==> config.mk <==
export PLATFORM = sky130hd
export DESIGN_NAME = line_sensor_centroid_position
export DESIGN_NICKNAME = d
export VERILOG_FILES = /design/src/sv/lscp_pkg.sv /design/src/sv/line_sensor_centroid_position.sv /design/src/sv/lscp_classify.sv /design/src/sv/lscp_divider.sv
export SDC_FILE = /design/constraint.sdc
export NUM_CORES = 1
export LEC_CHECK = 0
export ABC_AREA = 1
export BUFFER_PORTS_ARGS = -buffer_cell sky130_fd_sc_hd__buf_2
export CORE_MARGIN = 3
export CORE_UTILIZATION = 45
export CTS_BUF_LIST = sky130_fd_sc_hd__clkbuf_2
export DETAILED_ROUTE_END_ITERATION = 16
export PLACE_DENSITY = 0.73
export SETUP_SLACK_MARGIN = 0.5
export SYNTH_ARGS = -nofsm -noshare
export SYNTH_HDL_FRONTEND = slang
export SYNTH_SLANG_ARGS = --single-unit
==> constraint.sdc <==
create_clock -name aclk -period 6.4 [get_ports aclk]
set_input_delay 0.32 -clock aclk [delete_from_list [all_inputs] [get_ports aclk]]
set_output_delay 0.32 -clock aclk [all_outputs]
set_load 0.02 [all_outputs]
==> src/sv/lscp_pkg.sv <==
`timescale 1ns / 1ps
// ----------------------------------------------------------------------------
// lscp_pkg
// Shared types and constants of the line sensor centroid position block.
// ----------------------------------------------------------------------------
package lscp_pkg;

    localparam int CHANNELS    = 8;
    localparam int SAMPLE_BITS = 10;
    localparam int POS_W       = 11;

    localparam int IDX_W = $clog2(CHANNELS);
    localparam int CNT_W = $clog2(CHANNELS + 1);
    localparam int SUM_W = $clog2(CHANNELS * (CHANNELS - 1) / 2 + 1);

    // Channel i weighs 10*i; Q4 scales that by 16
    localparam int WEIGHT_Q4    = 160;
    localparam int CENTRE_Q4    = 80 * (CHANNELS - 1);
    localparam int MAX_DIVIDEND = WEIGHT_Q4 * CHANNELS * (CHANNELS - 1) / 2;
    localparam int DIV_W        = $clog2(MAX_DIVIDEND + 1);
    localparam int STEP_W       = $clog2(DIV_W + 1);

    localparam logic [SAMPLE_BITS-1:0] WHITE_RESET = SAMPLE_BITS'(950);
    localparam logic [SAMPLE_BITS-1:0] BLACK_RESET = SAMPLE_BITS'(900);

    typedef logic [SAMPLE_BITS-1:0] sample_t;

    typedef enum logic [1:0] {
        KIND_MEASURE = 2'd0,
        KIND_WHITE   = 2'd1,
        KIND_BLACK   = 2'd2,
        KIND_IGNORE  = 2'd3
    } kind_t;

    typedef enum logic [1:0] {
        ST_IDLE   = 2'd0,
        ST_SCAN   = 2'd1,
        ST_DIVIDE = 2'd2,
        ST_DONE   = 2'd3
    } state_t;

    typedef struct packed {
        kind_t   kind;
        sample_t sample0;
        sample_t sample1;
        sample_t sample2;
        sample_t sample3;
        sample_t sample4;
        sample_t sample5;
        sample_t sample6;
        sample_t sample7;
    } in_t;

    typedef struct packed {
        logic signed [POS_W-1:0] position_q4;
        logic                    line_seen;
        logic [CHANNELS-1:0]     black_mask;
    } out_t;

endpackage

==> src/sv/line_sensor_centroid_position.sv <==
`timescale 1ns / 1ps
// Sequence: a capture or ignored frame goes from acceptance straight to the result;
// a measure frame is scanned first, and one with a black channel is then divided.
// Frames do not overlap (s_ready only in idle). The scan runs one channel per cycle
// through the shared classifier; the restoring divider takes 13 one-bit steps.
// Reset: aresetn synchronous, active low; references return to 950 white / 900 black,
// the held position to zero, and no result is pending.
// ----------------------------------------------------------------------------
// line_sensor_centroid_position
// Classifies an eight-channel reflectance frame against stored references and
// reports the centroid of the black channels as a Q4 line position.
// ----------------------------------------------------------------------------
module line_sensor_centroid_position (
    input  logic             aclk,
    input  logic             aresetn,
    input  logic             s_valid,
    output logic             s_ready,
    input  lscp_pkg::in_t    s_payload,
    output logic             m_valid,
    input  logic             m_ready,
    output lscp_pkg::out_t   m_payload
);

    localparam logic [lscp_pkg::IDX_W-1:0] LAST_IDX = lscp_pkg::IDX_W'(lscp_pkg::CHANNELS - 1);

    // ---------------------------------------------------------------- state
    lscp_pkg::state_t state_reg;
    lscp_pkg::state_t state_next;

    // Frame under work and the two reference sets
    lscp_pkg::sample_t frame_reg [lscp_pkg::CHANNELS];
    lscp_pkg::sample_t white_reg [lscp_pkg::CHANNELS];
    lscp_pkg::sample_t black_reg [lscp_pkg::CHANNELS];
    lscp_pkg::sample_t in_samples [lscp_pkg::CHANNELS];

    // Scan accumulators
    logic [lscp_pkg::IDX_W-1:0]    idx_reg;
    logic [lscp_pkg::SUM_W-1:0]    sum_reg;
    logic [lscp_pkg::SUM_W-1:0]    sum_next;
    logic [lscp_pkg::CNT_W-1:0]    count_reg;
    logic [lscp_pkg::CNT_W-1:0]    count_next;
    logic [lscp_pkg::CHANNELS-1:0] mask_reg;

    logic signed [lscp_pkg::POS_W-1:0] held_reg;

    // Output register
    logic           m_valid_reg;
    lscp_pkg::out_t m_payload_reg;

    // Control strobes
    logic accept;
    logic out_free;
    logic scan_en;
    logic div_start;
    logic out_load;

    logic                               is_black;
    logic                               div_done;
    logic [lscp_pkg::DIV_W-1:0]         div_quotient;
    logic [lscp_pkg::DIV_W-1:0]         dividend;
    logic signed [lscp_pkg::DIV_W:0]    pos_wide;

    // Unpack the transaction payload into a channel array
    always_comb begin
        in_samples[0] = s_payload.sample0;
        in_samples[1] = s_payload.sample1;
        in_samples[2] = s_payload.sample2;
        in_samples[3] = s_payload.sample3;
        in_samples[4] = s_payload.sample4;
        in_samples[5] = s_payload.sample5;
        in_samples[6] = s_payload.sample6;
        in_samples[7] = s_payload.sample7;
    end

    assign accept   = s_valid && s_ready;
    assign out_free = !m_valid_reg || m_ready;

    // ------------------------------------------------------- shared classifier
    // One channel per cycle, chosen by the scan index
    lscp_classify u_classify (
        .sample    (frame_reg[idx_reg]),
        .white_ref (white_reg[idx_reg]),
        .black_ref (black_reg[idx_reg]),
        .is_black  (is_black)
    );

    always_comb begin
        sum_next   = sum_reg + (is_black ? lscp_pkg::SUM_W'(idx_reg) : '0);
        count_next = count_reg + lscp_pkg::CNT_W'(is_black);
        // 16 * 10 * (sum of black indices)
        dividend   = lscp_pkg::DIV_W'(sum_next) * lscp_pkg::DIV_W'(lscp_pkg::WEIGHT_Q4);
    end

    // ------------------------------------------------------------ divider
    lscp_divider u_divider (
        .aclk     (aclk),
        .aresetn  (aresetn),
        .start    (div_start),
        .dividend (dividend),
        .divisor  (count_next),
        .done     (div_done),
        .quotient (div_quotient)
    );

    // Remove the array centre; result always fits the Q4 field
    assign pos_wide = $signed({1'b0, div_quotient})
                    - $signed((lscp_pkg::DIV_W + 1)'(lscp_pkg::CENTRE_Q4));

    // ------------------------------------------------------- sequencer
    always_comb begin
        state_next = state_reg;
        unique case (state_reg)
            lscp_pkg::ST_IDLE: begin
                if (accept) begin
                    state_next = (s_payload.kind == lscp_pkg::KIND_MEASURE) ?
                                 lscp_pkg::ST_SCAN : lscp_pkg::ST_DONE;
                end
            end
            lscp_pkg::ST_SCAN: begin
                if (idx_reg == LAST_IDX) begin
                    state_next = (count_next != '0) ? lscp_pkg::ST_DIVIDE : lscp_pkg::ST_DONE;
                end
            end
            lscp_pkg::ST_DIVIDE: begin
                if (div_done) begin
                    state_next = lscp_pkg::ST_DONE;
                end
            end
            lscp_pkg::ST_DONE: begin
                if (out_free) begin
                    state_next = lscp_pkg::ST_IDLE;
                end
            end
            default: state_next = lscp_pkg::ST_IDLE;
        endcase
    end

    always_comb begin
        s_ready   = 1'b0;
        scan_en   = 1'b0;
        div_start = 1'b0;
        out_load  = 1'b0;
        unique case (state_reg)
            lscp_pkg::ST_IDLE:   s_ready = 1'b1;
            lscp_pkg::ST_SCAN: begin
                scan_en   = 1'b1;
                div_start = (idx_reg == LAST_IDX) && (count_next != '0);
            end
            lscp_pkg::ST_DIVIDE: ;
            lscp_pkg::ST_DONE:   out_load = out_free;
            default: ;
        endcase
    end

    always_ff @(posedge aclk) begin
        if (!aresetn) begin
            state_reg <= lscp_pkg::ST_IDLE;
        end else begin
            state_reg <= state_next;
        end
    end

    // ---------------------------------------------------- reference store
    // Captures overwrite every channel of one set at once
    always_ff @(posedge aclk) begin
        if (!aresetn) begin
            for (int i = 0; i < lscp_pkg::CHANNELS; i++) begin
                white_reg[i] <= lscp_pkg::WHITE_RESET;
                black_reg[i] <= lscp_pkg::BLACK_RESET;
            end
        end else if (accept) begin
            if (s_payload.kind == lscp_pkg::KIND_WHITE) begin
                white_reg <= in_samples;
            end
            if (s_payload.kind == lscp_pkg::KIND_BLACK) begin
                black_reg <= in_samples;
            end
        end
    end

    // ----------------------------------------------------- scan datapath
    // Clear the accumulators on every transaction so captures report an empty mask
    always_ff @(posedge aclk) begin
        if (accept) begin
            frame_reg <= in_samples;
            idx_reg   <= '0;
            sum_reg   <= '0;
            count_reg <= '0;
            mask_reg  <= '0;
        end else if (scan_en) begin
            mask_reg[idx_reg] <= is_black;
            sum_reg           <= sum_next;
            count_reg         <= count_next;
            idx_reg           <= idx_reg + 1'b1;
        end
    end

    // Hold the last position until a frame finds the line again
    always_ff @(posedge aclk) begin
        if (!aresetn) begin
            held_reg <= '0;
        end else if (state_reg == lscp_pkg::ST_DIVIDE && div_done) begin
            held_reg <= pos_wide[lscp_pkg::POS_W-1:0];
        end
    end

    // ---------------------------------------------------- output register
    always_ff @(posedge aclk) begin
        if (!aresetn) begin
            m_valid_reg <= 1'b0;
        end else if (out_load) begin
            m_valid_reg <= 1'b1;
        end else if (m_ready) begin
            m_valid_reg <= 1'b0;
        end
    end

    always_ff @(posedge aclk) begin
        if (out_load) begin
            m_payload_reg.position_q4 <= held_reg;
            m_payload_reg.line_seen   <= (count_reg != '0);
            m_payload_reg.black_mask  <= mask_reg;
        end
    end

    assign m_valid   = m_valid_reg;
    assign m_payload = m_payload_reg;

`ifndef SYNTHESIS
    a_capture_skips_scan: assert property (@(posedge aclk) disable iff (!aresetn)
        (accept && s_payload.kind != lscp_pkg::KIND_MEASURE) |=> state_reg == lscp_pkg::ST_DONE)
        else $error("capture transaction did not go straight to result");

    a_no_line_empty_mask: assert property (@(posedge aclk) disable iff (!aresetn)
        (m_valid && !m_payload.line_seen) |-> m_payload.black_mask == '0)
        else $error("mask set on a result without a line");

    a_line_has_mask: assert property (@(posedge aclk) disable iff (!aresetn)
        (m_valid && m_payload.line_seen) |-> m_payload.black_mask != '0)
        else $error("line reported with an empty mask");

    a_div_done_in_divide: assert property (@(posedge aclk) disable iff (!aresetn)
        div_done |-> state_reg == lscp_pkg::ST_DIVIDE)
        else $error("divider finished outside the divide state");

    a_count_bounded: assert property (@(posedge aclk) disable iff (!aresetn)
        (state_reg == lscp_pkg::ST_SCAN) |-> count_reg <= lscp_pkg::CNT_W'(idx_reg))
        else $error("black count exceeds channels scanned");
`endif

endmodule

==> src/sv/lscp_classify.sv <==
`timescale 1ns / 1ps
// ----------------------------------------------------------------------------
// lscp_classify
// Shared channel classifier: black when strictly nearer the black reference.
// ----------------------------------------------------------------------------
module lscp_classify (
    input  lscp_pkg::sample_t sample,
    input  lscp_pkg::sample_t white_ref,
    input  lscp_pkg::sample_t black_ref,
    output logic              is_black
);

    lscp_pkg::sample_t dist_white;
    lscp_pkg::sample_t dist_black;

    always_comb begin
        dist_white = (sample > white_ref) ? (sample - white_ref) : (white_ref - sample);
        dist_black = (sample > black_ref) ? (sample - black_ref) : (black_ref - sample);
        // Equal distances class as white
        is_black   = (dist_black < dist_white);
    end

endmodule

==> src/sv/lscp_divider.sv <==
`timescale 1ns / 1ps
// ----------------------------------------------------------------------------
// lscp_divider
// Restoring divider, one quotient bit per cycle.
// ----------------------------------------------------------------------------
module lscp_divider (
    input  logic                         aclk,
    input  logic                         aresetn,
    input  logic                         start,
    input  logic [lscp_pkg::DIV_W-1:0]   dividend,
    input  logic [lscp_pkg::CNT_W-1:0]   divisor,
    output logic                         done,
    output logic [lscp_pkg::DIV_W-1:0]   quotient
);

    logic                          busy_reg;
    logic                          done_reg;
    logic [lscp_pkg::STEP_W-1:0]   step_reg;
    logic [lscp_pkg::CNT_W-1:0]    rem_reg;
    logic [lscp_pkg::CNT_W-1:0]    dsr_reg;
    logic [lscp_pkg::DIV_W-1:0]    quo_reg;

    logic [lscp_pkg::CNT_W:0]      trial;
    logic [lscp_pkg::CNT_W:0]      diff;
    logic                          q_bit;

    always_comb begin
        trial = {rem_reg, quo_reg[lscp_pkg::DIV_W-1]};
        diff  = trial - {1'b0, dsr_reg};
        q_bit = (trial >= {1'b0, dsr_reg});
    end

    always_ff @(posedge aclk) begin
        if (!aresetn) begin
            busy_reg <= 1'b0;
            done_reg <= 1'b0;
            step_reg <= '0;
        end else begin
            done_reg <= 1'b0;
            if (start) begin
                busy_reg <= 1'b1;
                step_reg <= lscp_pkg::STEP_W'(lscp_pkg::DIV_W);
            end else if (busy_reg) begin
                step_reg <= step_reg - 1'b1;
                if (step_reg == lscp_pkg::STEP_W'(1)) begin
                    busy_reg <= 1'b0;
                    done_reg <= 1'b1;
                end
            end
        end
    end

    // Shift dividend bits out at the top, quotient bits in at the bottom
    always_ff @(posedge aclk) begin
        if (start) begin
            rem_reg <= '0;
            dsr_reg <= divisor;
            quo_reg <= dividend;
        end else if (busy_reg) begin
            rem_reg <= q_bit ? diff[lscp_pkg::CNT_W-1:0] : trial[lscp_pkg::CNT_W-1:0];
            quo_reg <= {quo_reg[lscp_pkg::DIV_W-2:0], q_bit};
        end
    end

    assign done     = done_reg;
    assign quotient = quo_reg;

endmodule
==> results of run 1 <==
[layer usage]
metal  up-vias  track usage  part of all wire
met2       709       0.4119              0.47
li1       7401            -                 -
met3       129      0.05312             0.082
met5         -            0                 0
met1      7208       0.3220              0.41
met4         0       0.1053             0.041
[worst paths after layout]
check,to,slack (ns),depth (start not counted)
max,u_divider.quotient[11]$_DFFE_PP_,0.58,43
min,frame_reg[18]$_DFFE_PP_,0.05,2
max reg2reg,u_divider.quotient[11]$_DFFE_PP_,0.58,43
min reg2reg,m_payload[1]$_DFFE_PP_,0.42,0
[area by class of cell]
class / count / area (um^2) / share of cell area
sequential: 321 / 7559 / 0.3735
multi-input combinational: 1497 / 8078 / 0.3992
clock buffer: 122 / 610.6 / 0.03017
inverter: 164 / 640.6 / 0.03166
clock inverter: 28 / 195.2 / 0.009645
antenna: 6 / 15.01 / 0.0007419
tap: 455 / 569.3 / 0.02813
timing repair buffer: 295 / 2570 / 0.1270
[repair_timing]
item | 4_1_cts | 5_1_grt
endpoints found under the setup margin | 26 | 32
pin swaps | 9 | 95
hold buffers | 90 | 0
buffers inserted | 5 | 47
resized for setup | 53 | 238
gates cloned | 5 | 9
hold endpoints to repair | 289 | 0
[cells in the final DEF, fill, tap and decap left out, types with 13 or more instances in the layout]
cell type	n
sky130_fd_sc_hd__a21oi_1	37
sky130_fd_sc_hd__a21oi_2	17
sky130_fd_sc_hd__buf_2	106
sky130_fd_sc_hd__buf_4	71
sky130_fd_sc_hd__clkbuf_2	122
sky130_fd_sc_hd__clkinv_1	19
sky130_fd_sc_hd__dfxtp_1	206
sky130_fd_sc_hd__dlygate4sd3_1	90
sky130_fd_sc_hd__edfxtp_1	112
sky130_fd_sc_hd__ha_1	39
sky130_fd_sc_hd__ha_4	21
sky130_fd_sc_hd__inv_1	126
sky130_fd_sc_hd__inv_2	32
sky130_fd_sc_hd__nand2_1	402
sky130_fd_sc_hd__nand2_2	30
sky130_fd_sc_hd__nand3_1	127
sky130_fd_sc_hd__nand4_1	32
sky130_fd_sc_hd__nor2_1	423
sky130_fd_sc_hd__nor2_2	22
sky130_fd_sc_hd__nor2_4	13
sky130_fd_sc_hd__o21ai_0	194
sky130_fd_sc_hd__o21ai_1	31
sky130_fd_sc_hd__o21ai_2	13
sky130_fd_sc_hd__xor2_1	17
[stage by stage]
stage | hold slack [ns] | worst slack [ns] | std cells | utilization
2_1_floorplan | 0.4030 | 0.8357 | 2083 | -
3_3_place_gp | 0.4099 | 0.2814 | 2576 | 0.4864
3_5_place_dp | 0.4139 | 0.1851 | 2576 | 0.4864
4_1_cts | 0.0004163 | 0.4961 | 2826 | 0.5461
5_1_grt | -0.008492 | 0.2987 | 2887 | 0.5843
6_report | 0.04873 | 0.5760 | 2888 | 0.5844
[logic make-up (layout without fill, tap and decap cells)]
logic type / count (synthesis) / count (layout) / synth area share
DFF: 321 / 321 / 0.4770
AOI/OAI and AO/OA: 314 / 314 / 0.1017
and+or+nand+nor: 1084 / 1085 / 0.2781
xor gates and xnor gates: 21 / 21 / 0.01163
adders and majority gates: 77 / 77 / 0.06421
buffers and inverters: 266 / 609 / 0.06730
other: 0 / 6 / 0
==> metrics.txt, run 1 <==
TritonCTS clock tree=built; count of nets left with antenna violations after detail routing=0; Synth top cells by count=457 x sky130_fd_sc_hd__nor2_1, 434 x sky130_fd_sc_hd__nand2_1, 236 x sky130_fd_sc_hd__o21ai_0; vias per cell=5.349; number of clock buffers inserted by TritonCTS=between 80 and 90; beginning of the critical path=idx_reg[1]$_SDFFE_PP0P_; mean routed wirelength per cell=17.86 um; global-route usage over all layers=0.2506; wirelength, routed=slightly above 50,000 um; antenna violations before repair=4; critical-path maximum fanout=6; final critical delay including setup and external delays=a little under 6 ns; number of hold violations in the final report=0; detailed-routing iteration count for the pre-antenna-repair pass=8; Yosys reg bits=~320; initial core utilization=0.4569; standard-cell rows=between 60 and 70; main area contributors after synthesis=sky130_fd_sc_hd__dfxtp_1 26%, sky130_fd_sc_hd__edfxtp_1 21%, sky130_fd_sc_hd__nor2_1 11%; critical path buffer and inverter count=8; CP startpoint kind=flop; Mapped Cells=between 2,000 and 2,500; longest individual stage delay on the worst path=between 0.4 and 0.5 ns; number of enable-type register cells in the synthesized netlist=~110; aggregate global routing overflow=0; RSZ-0062 raised after global routing=true; maximum clock frequency=171.7 MHz; count of buffers inserted at the top-level ports=roughly 110; Top-Level Pins=about 110; number of endpoints failing setup at the final stage=0; worst max-slew margin expressed relative to the limit=0.2408; library cell with the highest instance count after synthesis=sky130_fd_sc_hd__nor2_1; critical path type=flop to flop; startpoint of the worst-slack reg-to-reg timing path=idx_reg[1]$_SDFFE_PP0P_; Die X-Extent=~190 um; post-DP HPWL=31,100 um; total number of vias=roughly 15,000; accumulated negative setup slack=0 ns; most frequently used flop master after synthesis=sky130_fd_sc_hd__dfxtp_1; H-tree levels=3; skew final=~0.09 ns; clock latency of the later-clocked register in the worst-skew pair=1.05 ns; Root Buffer Master=sky130_fd_sc_hd__clkbuf_2; Non-Filler Cell Area, Final=roughly 20,000 um^2; Post-Syn Area per Cell=between 7 and 8 um^2; layout filler cell count=roughly 3,000; slowest library cell on the worst path=sky130_fd_sc_hd__dfxtp_4; ratio of cells with drive above 1 in the final layout=0.2250; floorplan die height=about 190 um; most common cell type on the critical path=sky130_fd_sc_hd__nand2_1; clock sink count=321; DIE AREA=37,440 um^2; outcome=complete, no violations; Post-Synthesis Cell Area=around 16,000 um^2; placer congestion estimate=~1; DR DRC count=0; Mapped Nets=approximately 2,200; Worst Hold Class=input port to flop; period utilisation layout=0.9100; # Max-Cap Violations=0; Yosys warnings=0; proportion of netlist area held by the largest area contributor=0.2645; launch instance of the worst min-delay path=s_payload[18]; synth unique cells=38; transition at the pin with the smallest max-transition slack=around 1.1 ns; max-slew violation count=0; clk slew on worst S/H paths=between 0.1 and 0.15 ns; critical path data arrival time=about 6.6 ns; growth of design area from synthesis to finish=27.91%; Req. time, crit path=between 7 and 8 ns; clock tree buffer depth=3; Post-layout nets=2,526; maximum number of pins on one net before global-route repair=106; Placed Area=roughly 17,000 um^2; wire length of the first global-routing pass=75,890 um; category of the worst setup path capture point=flop; fraction of the yosys area taken by sequential cells=0.4770; top cell family by delay on the critical path=simple AND/OR/NAND/NOR gates; placeable core area=roughly 35,000 um^2; vias in the first global route=~14,000; Synth area leader=sky130_fd_sc_hd__dfxtp_1; initial drt markers=approximately 1,300; proportion of register bits with asynchronous set or reset after synthesis=0
Power of run 1 is not shown: default switching activity piles up to over one toggle a cycle in this logic, so the estimate is an artifact.
==> run 2, diff against run 1 <==
--- a/config.mk
+++ b/config.mk
@@ -12,6 +12,7 @@
 export CTS_BUF_LIST = sky130_fd_sc_hd__clkbuf_2
 export DETAILED_ROUTE_END_ITERATION = 16
 export PLACE_DENSITY = 0.73
+export REMOVE_ABC_BUFFERS = 1
 export SETUP_SLACK_MARGIN = 0.5
 export SYNTH_ARGS = -nofsm -noshare
 export SYNTH_HDL_FRONTEND = slang
==> constraint.sdc (replaced) <==
create_clock -name aclk -period 6.4 [get_ports aclk]
set_input_delay 0.32 -clock aclk [delete_from_list [all_inputs] [get_ports aclk]]
set_output_delay 0.32 -clock aclk [all_outputs]
set_load 0.005 [all_outputs]
==> run 2 against run 1 <==
Effect of this change:
- worst hold slack better by 0.036 ns
- sequential cell count stayed put
- global-route usage is 2.1 points lower
- setup slack worse by 0.14 ns
- register-to-register slack worse by 0.14 ns
- sequential share of layout area is 0.40 points higher
- count of clock-buffer cells in the layout is 18 higher
- clock skew is 0.0092 ns lower
- die area stayed put
- critical path type unchanged
==> metrics.txt, run 2 (synthesis results as in run 1) <==
vias in the first global route=14,510 (+1.7%); skew final=0.08236 ns (-0.009222 ns); worst max-slew margin expressed relative to the limit=0.1817 (-0.05908); transition at the pin with the smallest max-transition slack=1.227 ns (+0.08862 ns); critical path type=flop to flop; Worst Hold Class=input port to flop; total number of vias=15,250 (-1.3%); most common cell type on the critical path=sky130_fd_sc_hd__nand2_1; antenna violations before repair=2 (-2); wire length of the first global-routing pass=71,520 um (-5.8%); H-tree levels=3 (unchanged); mean routed wirelength per cell=16.43 um (-8.0%); clock sink count=321 (unchanged); Worst Hold Path Cells=2 (unchanged); aggregate global routing overflow=0 (unchanged); number of endpoints failing setup at the final stage=0 (unchanged); period utilisation layout=0.9325 (+0.02253); floorplan die height=193.5 um (unchanged); Top-Level Pins=108 (unchanged); layout filler cell count=3,142 (+1.9%); count of buffers inserted at the top-level ports=107 (unchanged); top cell family by delay on the critical path=simple AND/OR/NAND/NOR gates; clk slew on worst S/H paths=0.13 ns (+0.02 ns); DR DRC count=0 (unchanged); vias per cell=5.280 (-1.3%); most frequent cells in the layout=419 x sky130_fd_sc_hd__nor2_1, 400 x sky130_fd_sc_hd__nand2_1, 216 x sky130_fd_sc_hd__o21ai_0, 206 x sky130_fd_sc_hd__dfxtp_1, 142 x sky130_fd_sc_hd__clkbuf_2; ratio of cells with drive above 1 in the final layout=0.2166 (-0.008419); DIE AREA=37,440 um^2 (unchanged); Die X-Extent=193.5 um (unchanged); # Max-Cap Violations=0 (unchanged); outcome=complete, no violations; final critical delay including setup and external delays=5.968 ns (+0.1442 ns); slowest library cell on the worst path=sky130_fd_sc_hd__fa_2; placer congestion estimate=0.9261 (-7.0%); longest individual stage delay on the worst path=0.44 ns (about the same); most common cell after layout, fill and taps aside=sky130_fd_sc_hd__nor2_1; startpoint of the worst-slack reg-to-reg timing path=idx_reg[1]$_SDFFE_PP0P_; wirelength, routed=47,460 um (-8.0%); global-route usage over all layers=0.2293 (-0.02132); standard-cell rows=68 (unchanged); launch instance of the worst min-delay path=s_payload[68]; growth of design area from synthesis to finish=26.56%; Root Buffer Master=sky130_fd_sc_hd__clkbuf_2; Reg2Reg Setup Slack=0.43 ns (-0.14 ns); CP startpoint kind=flop; WHS Endpoint=frame_reg[68]$_DFFE_PP_; initial drt markers=1,132 (-15%); clock tree buffer depth=3 (unchanged); count of nets left with antenna violations after detail routing=0 (unchanged); placeable core area=34,630 um^2 (unchanged); Req. time, crit path=7.12 ns (-0.06 ns); detailed-routing iteration count for the pre-antenna-repair pass=5 (-3); maximum clock frequency=167.6 MHz (-2.4%); capture point of the worst reg-to-reg path=u_divider.quotient[11]$_DFFE_PP_; clock latency of the later-clocked register in the worst-skew pair=1.02 ns (-0.03 ns); Placed Area=16,770 um^2 (-0.45%); Non-Filler Cell Area, Final=20,020 um^2 (-1.1%); Post-layout nets=2,525 (-0.040%); category of the worst setup path capture point=flop; critical path buffer and inverter count=7 (-1); number of clock buffers inserted by TritonCTS=82 (-2.4%); maximum number of pins on one net before global-route repair=93 (-12%); initial core utilization=0.4569 (unchanged); max-slew violation count=0 (unchanged); critical path data arrival time=6.69 ns (+0.09 ns); worst reg2reg path depth=42 (-2.3%); number of hold violations in the final report=0 (unchanged); TritonCTS clock tree=built; critical-path maximum fanout=7 (+1); post-DP HPWL=28,530 um (-8.2%); RSZ-0062 raised after global routing=true
## run 2: cell types whose count changed in the layout (fill, tap and decap cells not counted), sizes merged
cell,before,now
bufinv,3,1
clkbuf,130,150
buf,197,186
dlygate4sd3,90,100
clkinv,25,8
clkinvlp,3,5
diode,6,4
## run 2: routing by layer
layer  GRT usage  wire length [um]  up-vias
met5           0                 0        -
met4     0.09483              1663        0
met3     0.04284              3086      137
met2      0.3972             23230      632
met1      0.2817             19480     7114
li1            -                 -     7367
## run 2: worst max-delay path by stage
stage	start	to	slack [ns]	depth (start not counted)
floorplan	idx_reg[0]$_SDFFE_PP0P_	u_divider.quotient[11]$_DFFE_PP_	-2.10	38
global placement	idx_reg[0]$_SDFFE_PP0P_	u_divider.quotient[11]$_DFFE_PP_	0.19	37
detailed placement	idx_reg[1]$_SDFFE_PP0P_	u_divider.quotient[11]$_DFFE_PP_	0.06	39
CTS	idx_reg[1]$_SDFFE_PP0P_	u_divider.quotient[10]$_DFFE_PP_	0.50	40
global route	idx_reg[1]$_SDFFE_PP0P_	u_divider.quotient[11]$_DFFE_PP_	0.21	41
finish	idx_reg[1]$_SDFFE_PP0P_	u_divider.quotient[11]$_DFFE_PP_	0.43	42
## run 2: layout make-up
type | instances | area (um^2) | share of cell area
multi-input combinational | 1497 | 7938 | 0.3964
sequential | 321 | 7559 | 0.3775
timing repair buffer | 296 | 2525 | 0.1261
clock buffer | 140 | 700.7 | 0.03499
inverter | 164 | 639.4 | 0.03193
tap | 455 | 569.3 | 0.02843
clock inverter | 11 | 83.83 | 0.004186
antenna | 4 | 10.01 | 0.0004999
## run 2: what timing repair did
item | 4_1_cts | 5_1_grt
hold endpoints to repair | 279 | 0
hold buffers | 100 | 0
pin swaps | 18 | 92
resized for setup | 67 | 185
cloned | 2 | 10
buffers inserted | 13 | 38
endpoints found under the setup margin | 26 | 30
## run 2: through the flow
step           utilization  TNS [ns]  hold WS [ns]  instances  worst slack, ns
3_3_place_gp        0.4842         0        0.4097       2570           0.1854
3_5_place_dp        0.4842         0        0.4107       2570          0.05797
2_1_floorplan            -    -60.65        0.4030       1981           -2.102
4_1_cts             0.5474         0      0.001496       2836           0.4987
6_report            0.5783         0       0.08477       2888           0.4318
5_1_grt             0.5783         0     -0.009792       2888           0.2144
Power of run 2 is left out for the same reason.
